**src/design/rhc_pkg.sv**
```systemverilog
// Shared types and constants for the RGB to HSV converter.
`default_nettype none

package rhc_pkg;

  localparam int HUE_FRAC_BITS_DEF = 6;
  localparam int CH_W  = 8;
  localparam int HUE_W = 15;

  // hue sector, chosen by the largest channel (red over green over blue on ties)
  localparam logic [1:0] SEC_RED = 2'd0;
  localparam logic [1:0] SEC_GRN = 2'd1;
  localparam logic [1:0] SEC_BLU = 2'd2;

  localparam int OFS_GRN = 120;
  localparam int OFS_BLU = 240;
  localparam int OFS_WRAP = 360;

  typedef struct packed {
    logic [CH_W-1:0] red;
    logic [CH_W-1:0] green;
    logic [CH_W-1:0] blue;
  } in_t;

  typedef struct packed {
    logic [HUE_W-1:0] hue;
    logic [CH_W-1:0]  saturation;
    logic [CH_W-1:0]  brightness;
    logic             hue_undefined;
  } out_t;

  typedef struct packed {
    logic       grey;
    logic [1:0] sector;
    logic       neg;
  } ctl_t;

endpackage

`default_nettype wire

```
**src/design/rhc_front.sv**
```systemverilog
// Front stages: max/min, sector and channel difference, then divider operands.
`default_nettype none

module rhc_front #(
  parameter int HUE_FRAC_BITS = rhc_pkg::HUE_FRAC_BITS_DEF
) (
  input  wire logic                 clk,
  input  wire logic                 rst_n,
  input  wire logic                 en,
  input  wire logic                 in_valid,
  input  wire rhc_pkg::in_t         in_data,
  output logic                      out_valid,
  output rhc_pkg::ctl_t             out_ctl,
  output logic [7:0]                out_dlt,
  output logic [7:0]                out_mx,
  output logic [7:0]                out_hrem,
  output logic [HUE_FRAC_BITS+5:0]  out_hq,
  output logic [7:0]                out_srem,
  output logic [7:0]                out_sq
);

  localparam int QW  = HUE_FRAC_BITS + 6;
  localparam int NHW = HUE_FRAC_BITS + 14;

  // stage A
  logic       a_vld_r;
  logic [7:0] a_mx_r, a_mx_nxt;
  logic [7:0] a_mn_r, a_mn_nxt;
  logic [1:0] a_sec_r, a_sec_nxt;
  logic [8:0] a_dif_r, a_dif_nxt;

  logic [8:0] d_gb, d_br, d_rg;
  logic [7:0] r, g, b;

  always_comb begin
    r = in_data.red;
    g = in_data.green;
    b = in_data.blue;
    d_gb = {1'b0, g} - {1'b0, b};
    d_br = {1'b0, b} - {1'b0, r};
    d_rg = {1'b0, r} - {1'b0, g};
    if (r >= g && r >= b) begin
      a_sec_nxt = rhc_pkg::SEC_RED;
      a_mx_nxt  = r;
      a_dif_nxt = d_gb;
    end else if (g >= b) begin
      a_sec_nxt = rhc_pkg::SEC_GRN;
      a_mx_nxt  = g;
      a_dif_nxt = d_br;
    end else begin
      a_sec_nxt = rhc_pkg::SEC_BLU;
      a_mx_nxt  = b;
      a_dif_nxt = d_rg;
    end
    a_mn_nxt = r;
    if (g < a_mn_nxt) a_mn_nxt = g;
    if (b < a_mn_nxt) a_mn_nxt = b;
  end

  always_ff @(posedge clk) begin
    if (!rst_n) begin
      a_vld_r <= 1'b0;
    end else if (en) begin
      a_vld_r <= in_valid;
    end
  end

  always_ff @(posedge clk) begin
    if (en) begin
      a_mx_r  <= a_mx_nxt;
      a_mn_r  <= a_mn_nxt;
      a_sec_r <= a_sec_nxt;
      a_dif_r <= a_dif_nxt;
    end
  end

  // stage B
  logic              b_vld_r;
  rhc_pkg::ctl_t     b_ctl_r, b_ctl_nxt;
  logic [7:0]        b_dlt_r, b_dlt_nxt;
  logic [7:0]        b_mx_r;
  logic [7:0]        b_hrem_r;
  logic [QW-1:0]     b_hq_r;
  logic [7:0]        b_srem_r;
  logic [7:0]        b_sq_r;

  logic [7:0]        adif;
  logic [13:0]       m60;
  logic [NHW-1:0]    nh;
  logic [15:0]       ns;

  always_comb begin
    b_dlt_nxt = a_mx_r - a_mn_r;
    adif = a_dif_r[8] ? 8'(-a_dif_r) : a_dif_r[7:0];
    m60 = 14'(adif) * 14'd60;
    nh = NHW'(m60) << HUE_FRAC_BITS;
    ns = {b_dlt_nxt, 8'd0} - {8'd0, b_dlt_nxt};
    b_ctl_nxt.grey   = (b_dlt_nxt == 8'd0);
    b_ctl_nxt.sector = a_sec_r;
    b_ctl_nxt.neg    = a_dif_r[8];
  end

  always_ff @(posedge clk) begin
    if (!rst_n) begin
      b_vld_r <= 1'b0;
    end else if (en) begin
      b_vld_r <= a_vld_r;
    end
  end

  always_ff @(posedge clk) begin
    if (en) begin
      b_ctl_r  <= b_ctl_nxt;
      b_dlt_r  <= b_dlt_nxt;
      b_mx_r   <= a_mx_r;
      b_hrem_r <= nh[NHW-1:QW];
      b_hq_r   <= nh[QW-1:0];
      b_srem_r <= ns[15:8];
      b_sq_r   <= ns[7:0];
    end
  end

  assign out_valid = b_vld_r;
  assign out_ctl   = b_ctl_r;
  assign out_dlt   = b_dlt_r;
  assign out_mx    = b_mx_r;
  assign out_hrem  = b_hrem_r;
  assign out_hq    = b_hq_r;
  assign out_srem  = b_srem_r;
  assign out_sq    = b_sq_r;

endmodule

`default_nettype wire

```
**src/design/rhc_div_stage.sv**
```systemverilog
// One restoring-division step for the hue and saturation quotients.
`default_nettype none

module rhc_div_stage #(
  parameter int    HUE_FRAC_BITS = rhc_pkg::HUE_FRAC_BITS_DEF,
  parameter bit    DO_HUE        = 1'b1,
  parameter bit    DO_SAT        = 1'b1
) (
  input  wire logic                 clk,
  input  wire logic                 rst_n,
  input  wire logic                 en,
  input  wire logic                 in_valid,
  input  wire rhc_pkg::ctl_t        in_ctl,
  input  wire logic [7:0]           in_dlt,
  input  wire logic [7:0]           in_mx,
  input  wire logic [7:0]           in_hrem,
  input  wire logic [HUE_FRAC_BITS+5:0] in_hq,
  input  wire logic [7:0]           in_srem,
  input  wire logic [7:0]           in_sq,
  output logic                      out_valid,
  output rhc_pkg::ctl_t             out_ctl,
  output logic [7:0]                out_dlt,
  output logic [7:0]                out_mx,
  output logic [7:0]                out_hrem,
  output logic [HUE_FRAC_BITS+5:0]  out_hq,
  output logic [7:0]                out_srem,
  output logic [7:0]                out_sq
);

  localparam int QW = HUE_FRAC_BITS + 6;

  logic              vld_r;
  rhc_pkg::ctl_t     ctl_r;
  logic [7:0]        dlt_r, mx_r;
  logic [7:0]        hrem_r, hrem_nxt;
  logic [QW-1:0]     hq_r, hq_nxt;
  logic [7:0]        srem_r, srem_nxt;
  logic [7:0]        sq_r, sq_nxt;

  logic [8:0] ht, hd, st, sd;
  logic       hge, sge;

  always_comb begin
    ht  = {in_hrem, in_hq[QW-1]};
    hd  = ht - {1'b0, in_dlt};
    hge = (ht >= {1'b0, in_dlt});
    st  = {in_srem, in_sq[7]};
    sd  = st - {1'b0, in_mx};
    sge = (st >= {1'b0, in_mx});
    if (DO_HUE) begin
      hrem_nxt = hge ? hd[7:0] : ht[7:0];
      hq_nxt   = {in_hq[QW-2:0], hge};
    end else begin
      hrem_nxt = in_hrem;
      hq_nxt   = in_hq;
    end
    if (DO_SAT) begin
      srem_nxt = sge ? sd[7:0] : st[7:0];
      sq_nxt   = {in_sq[6:0], sge};
    end else begin
      srem_nxt = in_srem;
      sq_nxt   = in_sq;
    end
  end

  always_ff @(posedge clk) begin
    if (!rst_n) begin
      vld_r <= 1'b0;
    end else if (en) begin
      vld_r <= in_valid;
    end
  end

  always_ff @(posedge clk) begin
    if (en) begin
      ctl_r  <= in_ctl;
      dlt_r  <= in_dlt;
      mx_r   <= in_mx;
      hrem_r <= hrem_nxt;
      hq_r   <= hq_nxt;
      srem_r <= srem_nxt;
      sq_r   <= sq_nxt;
    end
  end

  assign out_valid = vld_r;
  assign out_ctl   = ctl_r;
  assign out_dlt   = dlt_r;
  assign out_mx    = mx_r;
  assign out_hrem  = hrem_r;
  assign out_hq    = hq_r;
  assign out_srem  = srem_r;
  assign out_sq    = sq_r;

endmodule

`default_nettype wire

```
**src/design/rhc_back.sv**
```systemverilog
// Output stage: sector offset, sign and wrap of the hue, grey override, output word.
`default_nettype none

module rhc_back #(
  parameter int HUE_FRAC_BITS = rhc_pkg::HUE_FRAC_BITS_DEF
) (
  input  wire logic                     clk,
  input  wire logic                     rst_n,
  input  wire logic                     en,
  input  wire logic                     in_valid,
  input  wire rhc_pkg::ctl_t            in_ctl,
  input  wire logic [7:0]               in_mx,
  input  wire logic [HUE_FRAC_BITS+5:0] in_hq,
  input  wire logic [7:0]               in_sq,
  output logic                          out_valid,
  output rhc_pkg::out_t                 out_data
);

  localparam int QW = HUE_FRAC_BITS + 6;
  localparam int HW = HUE_FRAC_BITS + 9;

  logic          vld_r;
  rhc_pkg::out_t dat_r, dat_nxt;

  logic [HW-1:0]    base, qx, hsum;
  logic [HW+14:0]   hext;

  always_comb begin
    case (in_ctl.sector)
      // a negative red-sector hue that truncates to zero stays zero
      rhc_pkg::SEC_RED: base = (in_ctl.neg && in_hq != '0)
                               ? HW'(rhc_pkg::OFS_WRAP) << HUE_FRAC_BITS
                               : '0;
      rhc_pkg::SEC_GRN: base = HW'(rhc_pkg::OFS_GRN) << HUE_FRAC_BITS;
      rhc_pkg::SEC_BLU: base = HW'(rhc_pkg::OFS_BLU) << HUE_FRAC_BITS;
      default:          base = '0;
    endcase
    qx   = HW'(in_hq);
    hsum = in_ctl.neg ? base - qx : base + qx;
    hext = {15'd0, hsum};
    dat_nxt.brightness = in_mx;
    if (in_ctl.grey) begin
      dat_nxt.hue           = '0;
      dat_nxt.saturation    = '0;
      dat_nxt.hue_undefined = 1'b1;
    end else begin
      dat_nxt.hue           = hext[14:0];
      dat_nxt.saturation    = in_sq;
      dat_nxt.hue_undefined = 1'b0;
    end
  end

  always_ff @(posedge clk) begin
    if (!rst_n) begin
      vld_r <= 1'b0;
    end else if (en) begin
      vld_r <= in_valid;
    end
  end

  always_ff @(posedge clk) begin
    if (en) begin
      dat_r <= dat_nxt;
    end
  end

  assign out_valid = vld_r;
  assign out_data  = dat_r;

endmodule

`default_nettype wire

```
**src/design/rgb_to_hsv_converter_core.sv**
```systemverilog
// Top level of the RGB to HSV converter pipeline.
`default_nettype none

// Converts one 8-bit RGB pixel per clock into hue (degrees, HUE_FRAC_BITS
// fraction bits), saturation (0..255), value (largest channel) and a flag for
// black or grey pixels, whose hue and saturation read 0. Fully pipelined: a
// word is accepted every cycle while the output side takes words. Each word
// passes front stages A and B, the division stages and the output stage; the
// two restoring dividers resolve one quotient bit per stage, so the longer
// quotient sets how many division stages there are. The pipeline stalls as a
// whole when out_ready is low and a result is held; nothing is dropped or
// repeated.

module rgb_to_hsv_converter_core #(
  parameter int HUE_FRAC_BITS = rhc_pkg::HUE_FRAC_BITS_DEF
) (
  input  wire logic         clk,
  input  wire logic         rst_n,
  input  wire logic         in_valid,
  output logic              in_ready,
  input  wire rhc_pkg::in_t in_data,
  output logic              out_valid,
  input  wire logic         out_ready,
  output rhc_pkg::out_t     out_data
);

  localparam int QW = HUE_FRAC_BITS + 6;
  localparam int NS = (QW > 8) ? QW : 8;

  logic en;

  logic              p_vld  [NS+1];
  rhc_pkg::ctl_t     p_ctl  [NS+1];
  logic [7:0]        p_dlt  [NS+1];
  logic [7:0]        p_mx   [NS+1];
  logic [7:0]        p_hrem [NS+1];
  logic [QW-1:0]     p_hq   [NS+1];
  logic [7:0]        p_srem [NS+1];
  logic [7:0]        p_sq   [NS+1];

  assign en       = !out_valid || out_ready;
  assign in_ready = en;

  rhc_front #(
    .HUE_FRAC_BITS(HUE_FRAC_BITS)
  ) u_front (
    .clk      (clk),
    .rst_n    (rst_n),
    .en       (en),
    .in_valid (in_valid),
    .in_data  (in_data),
    .out_valid(p_vld[0]),
    .out_ctl  (p_ctl[0]),
    .out_dlt  (p_dlt[0]),
    .out_mx   (p_mx[0]),
    .out_hrem (p_hrem[0]),
    .out_hq   (p_hq[0]),
    .out_srem (p_srem[0]),
    .out_sq   (p_sq[0])
  );

  for (genvar k = 0; k < NS; k++) begin : g_div
    rhc_div_stage #(
      .HUE_FRAC_BITS(HUE_FRAC_BITS),
      .DO_HUE       (k < QW),
      .DO_SAT       (k < 8)
    ) u_stage (
      .clk      (clk),
      .rst_n    (rst_n),
      .en       (en),
      .in_valid (p_vld[k]),
      .in_ctl   (p_ctl[k]),
      .in_dlt   (p_dlt[k]),
      .in_mx    (p_mx[k]),
      .in_hrem  (p_hrem[k]),
      .in_hq    (p_hq[k]),
      .in_srem  (p_srem[k]),
      .in_sq    (p_sq[k]),
      .out_valid(p_vld[k+1]),
      .out_ctl  (p_ctl[k+1]),
      .out_dlt  (p_dlt[k+1]),
      .out_mx   (p_mx[k+1]),
      .out_hrem (p_hrem[k+1]),
      .out_hq   (p_hq[k+1]),
      .out_srem (p_srem[k+1]),
      .out_sq   (p_sq[k+1])
    );
  end

  rhc_back #(
    .HUE_FRAC_BITS(HUE_FRAC_BITS)
  ) u_back (
    .clk      (clk),
    .rst_n    (rst_n),
    .en       (en),
    .in_valid (p_vld[NS]),
    .in_ctl   (p_ctl[NS]),
    .in_mx    (p_mx[NS]),
    .in_hq    (p_hq[NS]),
    .in_sq    (p_sq[NS]),
    .out_valid(out_valid),
    .out_data (out_data)
  );

endmodule

`default_nettype wire

```
**config.mk**
```make
export PLATFORM = sky130hd
export DESIGN_NAME = rgb_to_hsv_converter_core
export DESIGN_NICKNAME = d
export VERILOG_FILES = /design/src/design/rhc_pkg.sv /design/src/design/rhc_front.sv /design/src/design/rhc_div_stage.sv /design/src/design/rhc_back.sv /design/src/design/rgb_to_hsv_converter_core.sv
export SDC_FILE = /design/constraint.sdc
export NUM_CORES = 1
export LEC_CHECK = 0
export BUFFER_PORTS_ARGS = -buffer_cell sky130_fd_sc_hd__buf_4
export CORE_MARGIN = 3
export CORE_UTILIZATION = 50
export DETAILED_ROUTE_END_ITERATION = 8
export PLACE_DENSITY = 0.74
export SETUP_SLACK_MARGIN = 0.15
export SYNTH_ARGS = -nofsm -noshare
export SYNTH_HDL_FRONTEND = slang
export SYNTH_SLANG_ARGS = --single-unit
```
**constraint.sdc**
```tcl
create_clock -name clk -period 42.5 [get_ports clk]
set_clock_uncertainty 0.15 [all_clocks]
set_input_delay 4.25 -clock clk [delete_from_list [all_inputs] [get_ports clk]]
set_output_delay 4.25 -clock clk [all_outputs]
set_load 0.02 [all_outputs]
```
==> results_tabular.tex <==
\begin{tabular}{lr}
\hline
Metric & Value \\
\hline
\multicolumn{2}{l}{\textbf{Status}} \\
\quad Run status & completed \\
\multicolumn{2}{l}{\textbf{Clock tree}} \\
\quad Maximum buffer depth of the clock tree & 3 \\
\quad Number of buffers created by CTS & 71 \\
\quad Clock-pin slew on the worst setup and hold paths & 60 ps \\
\quad CTS tree & done \\
\quad Clock tree root buffer cell & sky130\_fd\_sc\_hd\_\_clkbuf\_16 \\
\quad Postcts setup bufs & 0 \\
\quad H-tree Lvls & 3 \\
\quad Clock sink total & 670 \\
\quad Count of cells resized by post-cts repair & 0 \\
\quad CTS Hold Buffers Added & 0 \\
\quad Clock latency on the worst-skew pair & slightly above 600 ps \\
\multicolumn{2}{l}{\textbf{Synth}} \\
\quad Post-synthesis cell area & 32600 um\^{}2 \\
\quad Number of enable flip-flop cells after synthesis & 655 \\
\quad Ys async rst share & 0 \\
\quad Top\_reg\_cell synth & sky130\_fd\_sc\_hd\_\_edfxtp\_1 \\
\quad Post-Syn Instances & 2405 \\
\quad Sequential element share of the synthesized area & 0.613 \\
\quad Post-Syn Area per Cell & 13.5 um\^{}2 \\
\quad Number of library cell types mapped by synthesis & 68 \\
\quad Syn. warnings & 0 \\
\quad Portion of synthesized cell area occupied by the leading cell type & 0.604 \\
\quad Synthesized netlist net count & roughly 2700 \\
\quad Cell taking the most area after synthesis & sky130\_fd\_sc\_hd\_\_edfxtp\_1 \\
\quad Ranking of synthesized cells by area & sky130\_fd\_sc\_hd\_\_edfxtp\_1 (60\%), sky130\_fd\_sc\_hd\_\_ha\_1 (8.6\%), sky130\_fd\_sc\_hd\_\_inv\_1 (3.4\%), sky130\_fd\_sc\_hd\_\_mux2\_2 (3.0\%), sky130\_fd\_sc\_hd\_\_mux2i\_1 (2.9\%) \\
\quad Register bit total from synthesis & 670 \\
\multicolumn{2}{l}{\textbf{Detailed routing}} \\
\quad Average routed wire per standard cell & 15.4 um \\
\quad Number of nets with antenna violations after routing & 0 \\
\quad WL final & between 50000 and 60000 um \\
\quad Post-route DRC & 0 \\
\quad Detailed-routing iteration count for the pre-antenna-repair pass & 5 \\
\quad Detailed Route Iter0 Violations & a little under 900 \\
\quad Routed via count divided by cell count & 5.29 \\
\quad Vias after detailed routing & 18200 \\
\multicolumn{2}{l}{\textbf{Global routing}} \\
\quad Total grt overflow & 0 \\
\quad Antenna violations before repair & 1 \\
\quad GRT Resource Usage Total & 0.158 \\
\quad Largest net degree at the start of global routing & 185 \\
\quad Number of global-route vias before repair & $\sim$19000 \\
\quad Global-route wire length before repair & a little under 90000 um \\
\multicolumn{2}{l}{\textbf{STA}} \\
\quad Count of final setup violators & 0 \\
\quad Hold violation total from the final report & 0 \\
\quad Worst hold slack & 255 ps \\
\quad Transition time at the pin with the least slew margin & 1170 ps \\
\quad Setup slack of the critical path after layout & $\sim$33000 ps \\
\quad Ratio of final minimum period to clock period & 0.231 \\
\quad Shortest period the worst path allows & 9810 ps \\
\quad Worst-case headroom to the max-slew limit & 0.218 \\
\quad Unrepaired setup endpoints after global routing & false \\
\quad Setup TNS Final & 0 ps \\
\quad Fmax & 0.102 GHz \\
\quad Pins Over Slew Limit & 0 \\
\multicolumn{2}{l}{\textbf{Die}} \\
\quad Io pins & 62 \\
\quad Core Area & 63800 um\^{}2 \\
\quad Area enclosed by the die boundary & $\sim$68000 um\^{}2 \\
\quad Rows & 92 \\
\quad Die extent in x & 261 um \\
\quad Initial core utilization & 0.511 \\
\quad Die extent in y & 261 um \\
\multicolumn{2}{l}{\textbf{Finish}} \\
\quad Most frequent standard cell in the layout excluding fill and tap cells & sky130\_fd\_sc\_hd\_\_edfxtp\_1 \\
\quad Final std cells w/o fill & 3439 \\
\quad Post-Route Utilization & 0.573 \\
\quad Syn-to-layout area delta & 12.1\% \\
\quad Proportion of layout cells with a drive suffix above 1 & 0.124 \\
\quad Number of nets in the layout & 2819 \\
\quad Fillcell total & 4897 \\
\quad Most frequent cells in the layout & sky130\_fd\_sc\_hd\_\_edfxtp\_1 (655), sky130\_fd\_sc\_hd\_\_inv\_1 (297), sky130\_fd\_sc\_hd\_\_ha\_1 (224), sky130\_fd\_sc\_hd\_\_nor2\_1 (168), sky130\_fd\_sc\_hd\_\_o21ai\_0 (129) \\
\quad Final cell area excluding filler cells & 36500 um\^{}2 \\
\multicolumn{2}{l}{\textbf{Worst setup path}} \\
\quad Kind of capture point of the worst setup path & output pin \\
\quad WP data required & 38100 ps \\
\quad Category of the most critical setup path & in -> out \\
\quad Critical Path Source Type & primary input \\
\quad Data arrival time of the worst path & 5410 ps \\
\quad Maximum fanout along the worst path & 108 \\
\multicolumn{2}{l}{\textbf{Place}} \\
\quad Final HPWL from detailed placement & 37600 um \\
\quad \# port buffers & 61 \\
\quad Placer Congestion & 0.835 \\
\quad Inst Count DP & 3307 \\
\quad Worst slack at placement & between 30000 and 40000 ps \\
\quad Total placed instance area & 34100 um\^{}2 \\
\multicolumn{2}{l}{\textbf{Power and ir drop}} \\
\quad IR Drop Worst-Case VDD & 0.0598 mV \\
\quad Power, Total & 3.33 mW \\
\quad Leakage power of the design & 15.2 nW \\
\quad Ratio of total power to cell area & 91.0 nW/um\^{}2 \\
\multicolumn{2}{l}{\textbf{Worst hold path}} \\
\quad Path category of the worst min-delay check & reg -> reg \\
\multicolumn{2}{l}{\textbf{Run}} \\
\quad Max-cap viol count & 0 \\
\hline
\end{tabular}
[metal layers]
layer / up-vias / part of all wire / GRT usage
met2: 328 / 0.53 / 0.296
met5: - / 0 / 0
met3: 137 / 0.042 / 0.0309
met1: 8739 / 0.39 / 0.170
met4: 0 / 0.041 / 0.0791
li1: 8986 / - / -
[cells in the mapped netlist (2+ instances only)]
cell type	n
sky130_fd_sc_hd__inv_2	6
sky130_fd_sc_hd__o41ai_2	7
sky130_fd_sc_hd__a211oi_1	9
sky130_fd_sc_hd__inv_1	298
sky130_fd_sc_hd__dfxtp_1	15
sky130_fd_sc_hd__or2_2	15
sky130_fd_sc_hd__o211ai_1	6
sky130_fd_sc_hd__o21a_1	32
sky130_fd_sc_hd__a21bo_2	5
sky130_fd_sc_hd__nand4_1	41
sky130_fd_sc_hd__nor2_1	168
sky130_fd_sc_hd__nor2b_1	64
sky130_fd_sc_hd__nand3b_1	2
sky130_fd_sc_hd__nand2_1	66
sky130_fd_sc_hd__nor4_1	2
sky130_fd_sc_hd__a21oi_1	67
sky130_fd_sc_hd__buf_2	4
sky130_fd_sc_hd__o22ai_1	3
sky130_fd_sc_hd__o211a_1	4
sky130_fd_sc_hd__a21o_1	38
sky130_fd_sc_hd__and2_1	9
sky130_fd_sc_hd__clkinv_1	5
sky130_fd_sc_hd__mux2_4	2
sky130_fd_sc_hd__fa_1	33
sky130_fd_sc_hd__xnor2_1	81
sky130_fd_sc_hd__ha_1	224
sky130_fd_sc_hd__nor3_1	20
sky130_fd_sc_hd__or3_1	14
sky130_fd_sc_hd__nor3b_1	8
sky130_fd_sc_hd__edfxtp_1	655
sky130_fd_sc_hd__clkbuf_1	7
sky130_fd_sc_hd__o311a_1	6
sky130_fd_sc_hd__nand3_1	16
sky130_fd_sc_hd__buf_1	3
sky130_fd_sc_hd__a21boi_0	40
sky130_fd_sc_hd__xor2_1	34
sky130_fd_sc_hd__o21ba_2	2
sky130_fd_sc_hd__mux2_2	88
sky130_fd_sc_hd__mux2i_1	93
sky130_fd_sc_hd__o31ai_1	12
sky130_fd_sc_hd__o21bai_1	15
sky130_fd_sc_hd__nand2b_1	32
sky130_fd_sc_hd__o21ai_0	129
[power breakdown]
group          internal, mW  total [mW]  leakage (nW)  switching (mW)
logic                 0.689        1.44          7.03           0.753
clock network         0.365       0.620          1.14           0.255
registers              1.14        1.26          7.01           0.124
[worst paths after layout]
| kind | from | end | slack (ps) | cells past startpoint |
|---|---|---|---|---|
| hold reg to reg | g_div[10].u_stage.out_sq[6]$_DFFE_PP_ | g_div[11].u_stage.out_sq[6]$_DFFE_PP_ | 260 | 0 |
| setup reg to reg | u_front.a_dif_r[0]$_DFFE_PP_ | u_front.out_hrem[6]$_DFFE_PP_ | 38170 | 14 |
| setup / recovery | out_ready | in_ready | 32690 | 5 |
| hold / removal | g_div[10].u_stage.out_sq[6]$_DFFE_PP_ | g_div[11].u_stage.out_sq[6]$_DFFE_PP_ | 260 | 0 |
[registers in the layout, indices dropped and copies added, names as in the netlist, 9 cells and up]
| name | cells |
|---|---|
| g_div.u_stage.out_hq | 84 |
| g_div.u_stage.out_dlt | 82 |
| g_div.u_stage.out_valid | 12 |
| g_div.u_stage.out_sq | 95 |
| g_div.u_stage.out_ctl | 48 |
| g_div.u_stage.out_hrem | 88 |
| u_back.out_data | 32 |
| g_div.u_stage.out_mx | 96 |
| u_front.a_dif_r | 9 |
| g_div.u_stage.out_srem | 56 |
[worst max-delay path, cell delays in order]
cell                      delay [ps]
sky130_fd_sc_hd__buf_4            80
sky130_fd_sc_hd__nor2b_1          30
sky130_fd_sc_hd__buf_4           190
sky130_fd_sc_hd__inv_8           490
sky130_fd_sc_hd__buf_4           270
[cells by family (layout without fill, tap and decap cells)]
kind of cell	after synthesis	in the layout	synth area share
xor gates and xnor gates	116	116	0.0314
and+or+nand+nor	465	465	0.0714
muxes	183	183	0.0599
adders and majority gates	257	257	0.106
buffers and inverters	324	511	0.0377
other	0	1	0
DFF	670	670	0.613
AOI/OAI and AO/OA	390	390	0.0801
[area by class of cell]
| cell class | count | area, um^2 | area share |
|---|---|---|---|
| Inverter | 309 | 1170 | 0.0320 |
| Clock inverter | 51 | 542 | 0.0148 |
| Tap cell | 846 | 1060 | 0.0290 |
| Sequential cell | 670 | 20000 | 0.547 |
| Antenna cell | 1 | 2.50 | 0.0000685 |
| Multi-Input combinational cell | 1411 | 11400 | 0.312 |
| Clock buffer | 80 | 1840 | 0.0504 |
| Timing Repair Buffer | 71 | 546 | 0.0149 |
No activity file was read; power rests on OpenSTA's default activity.
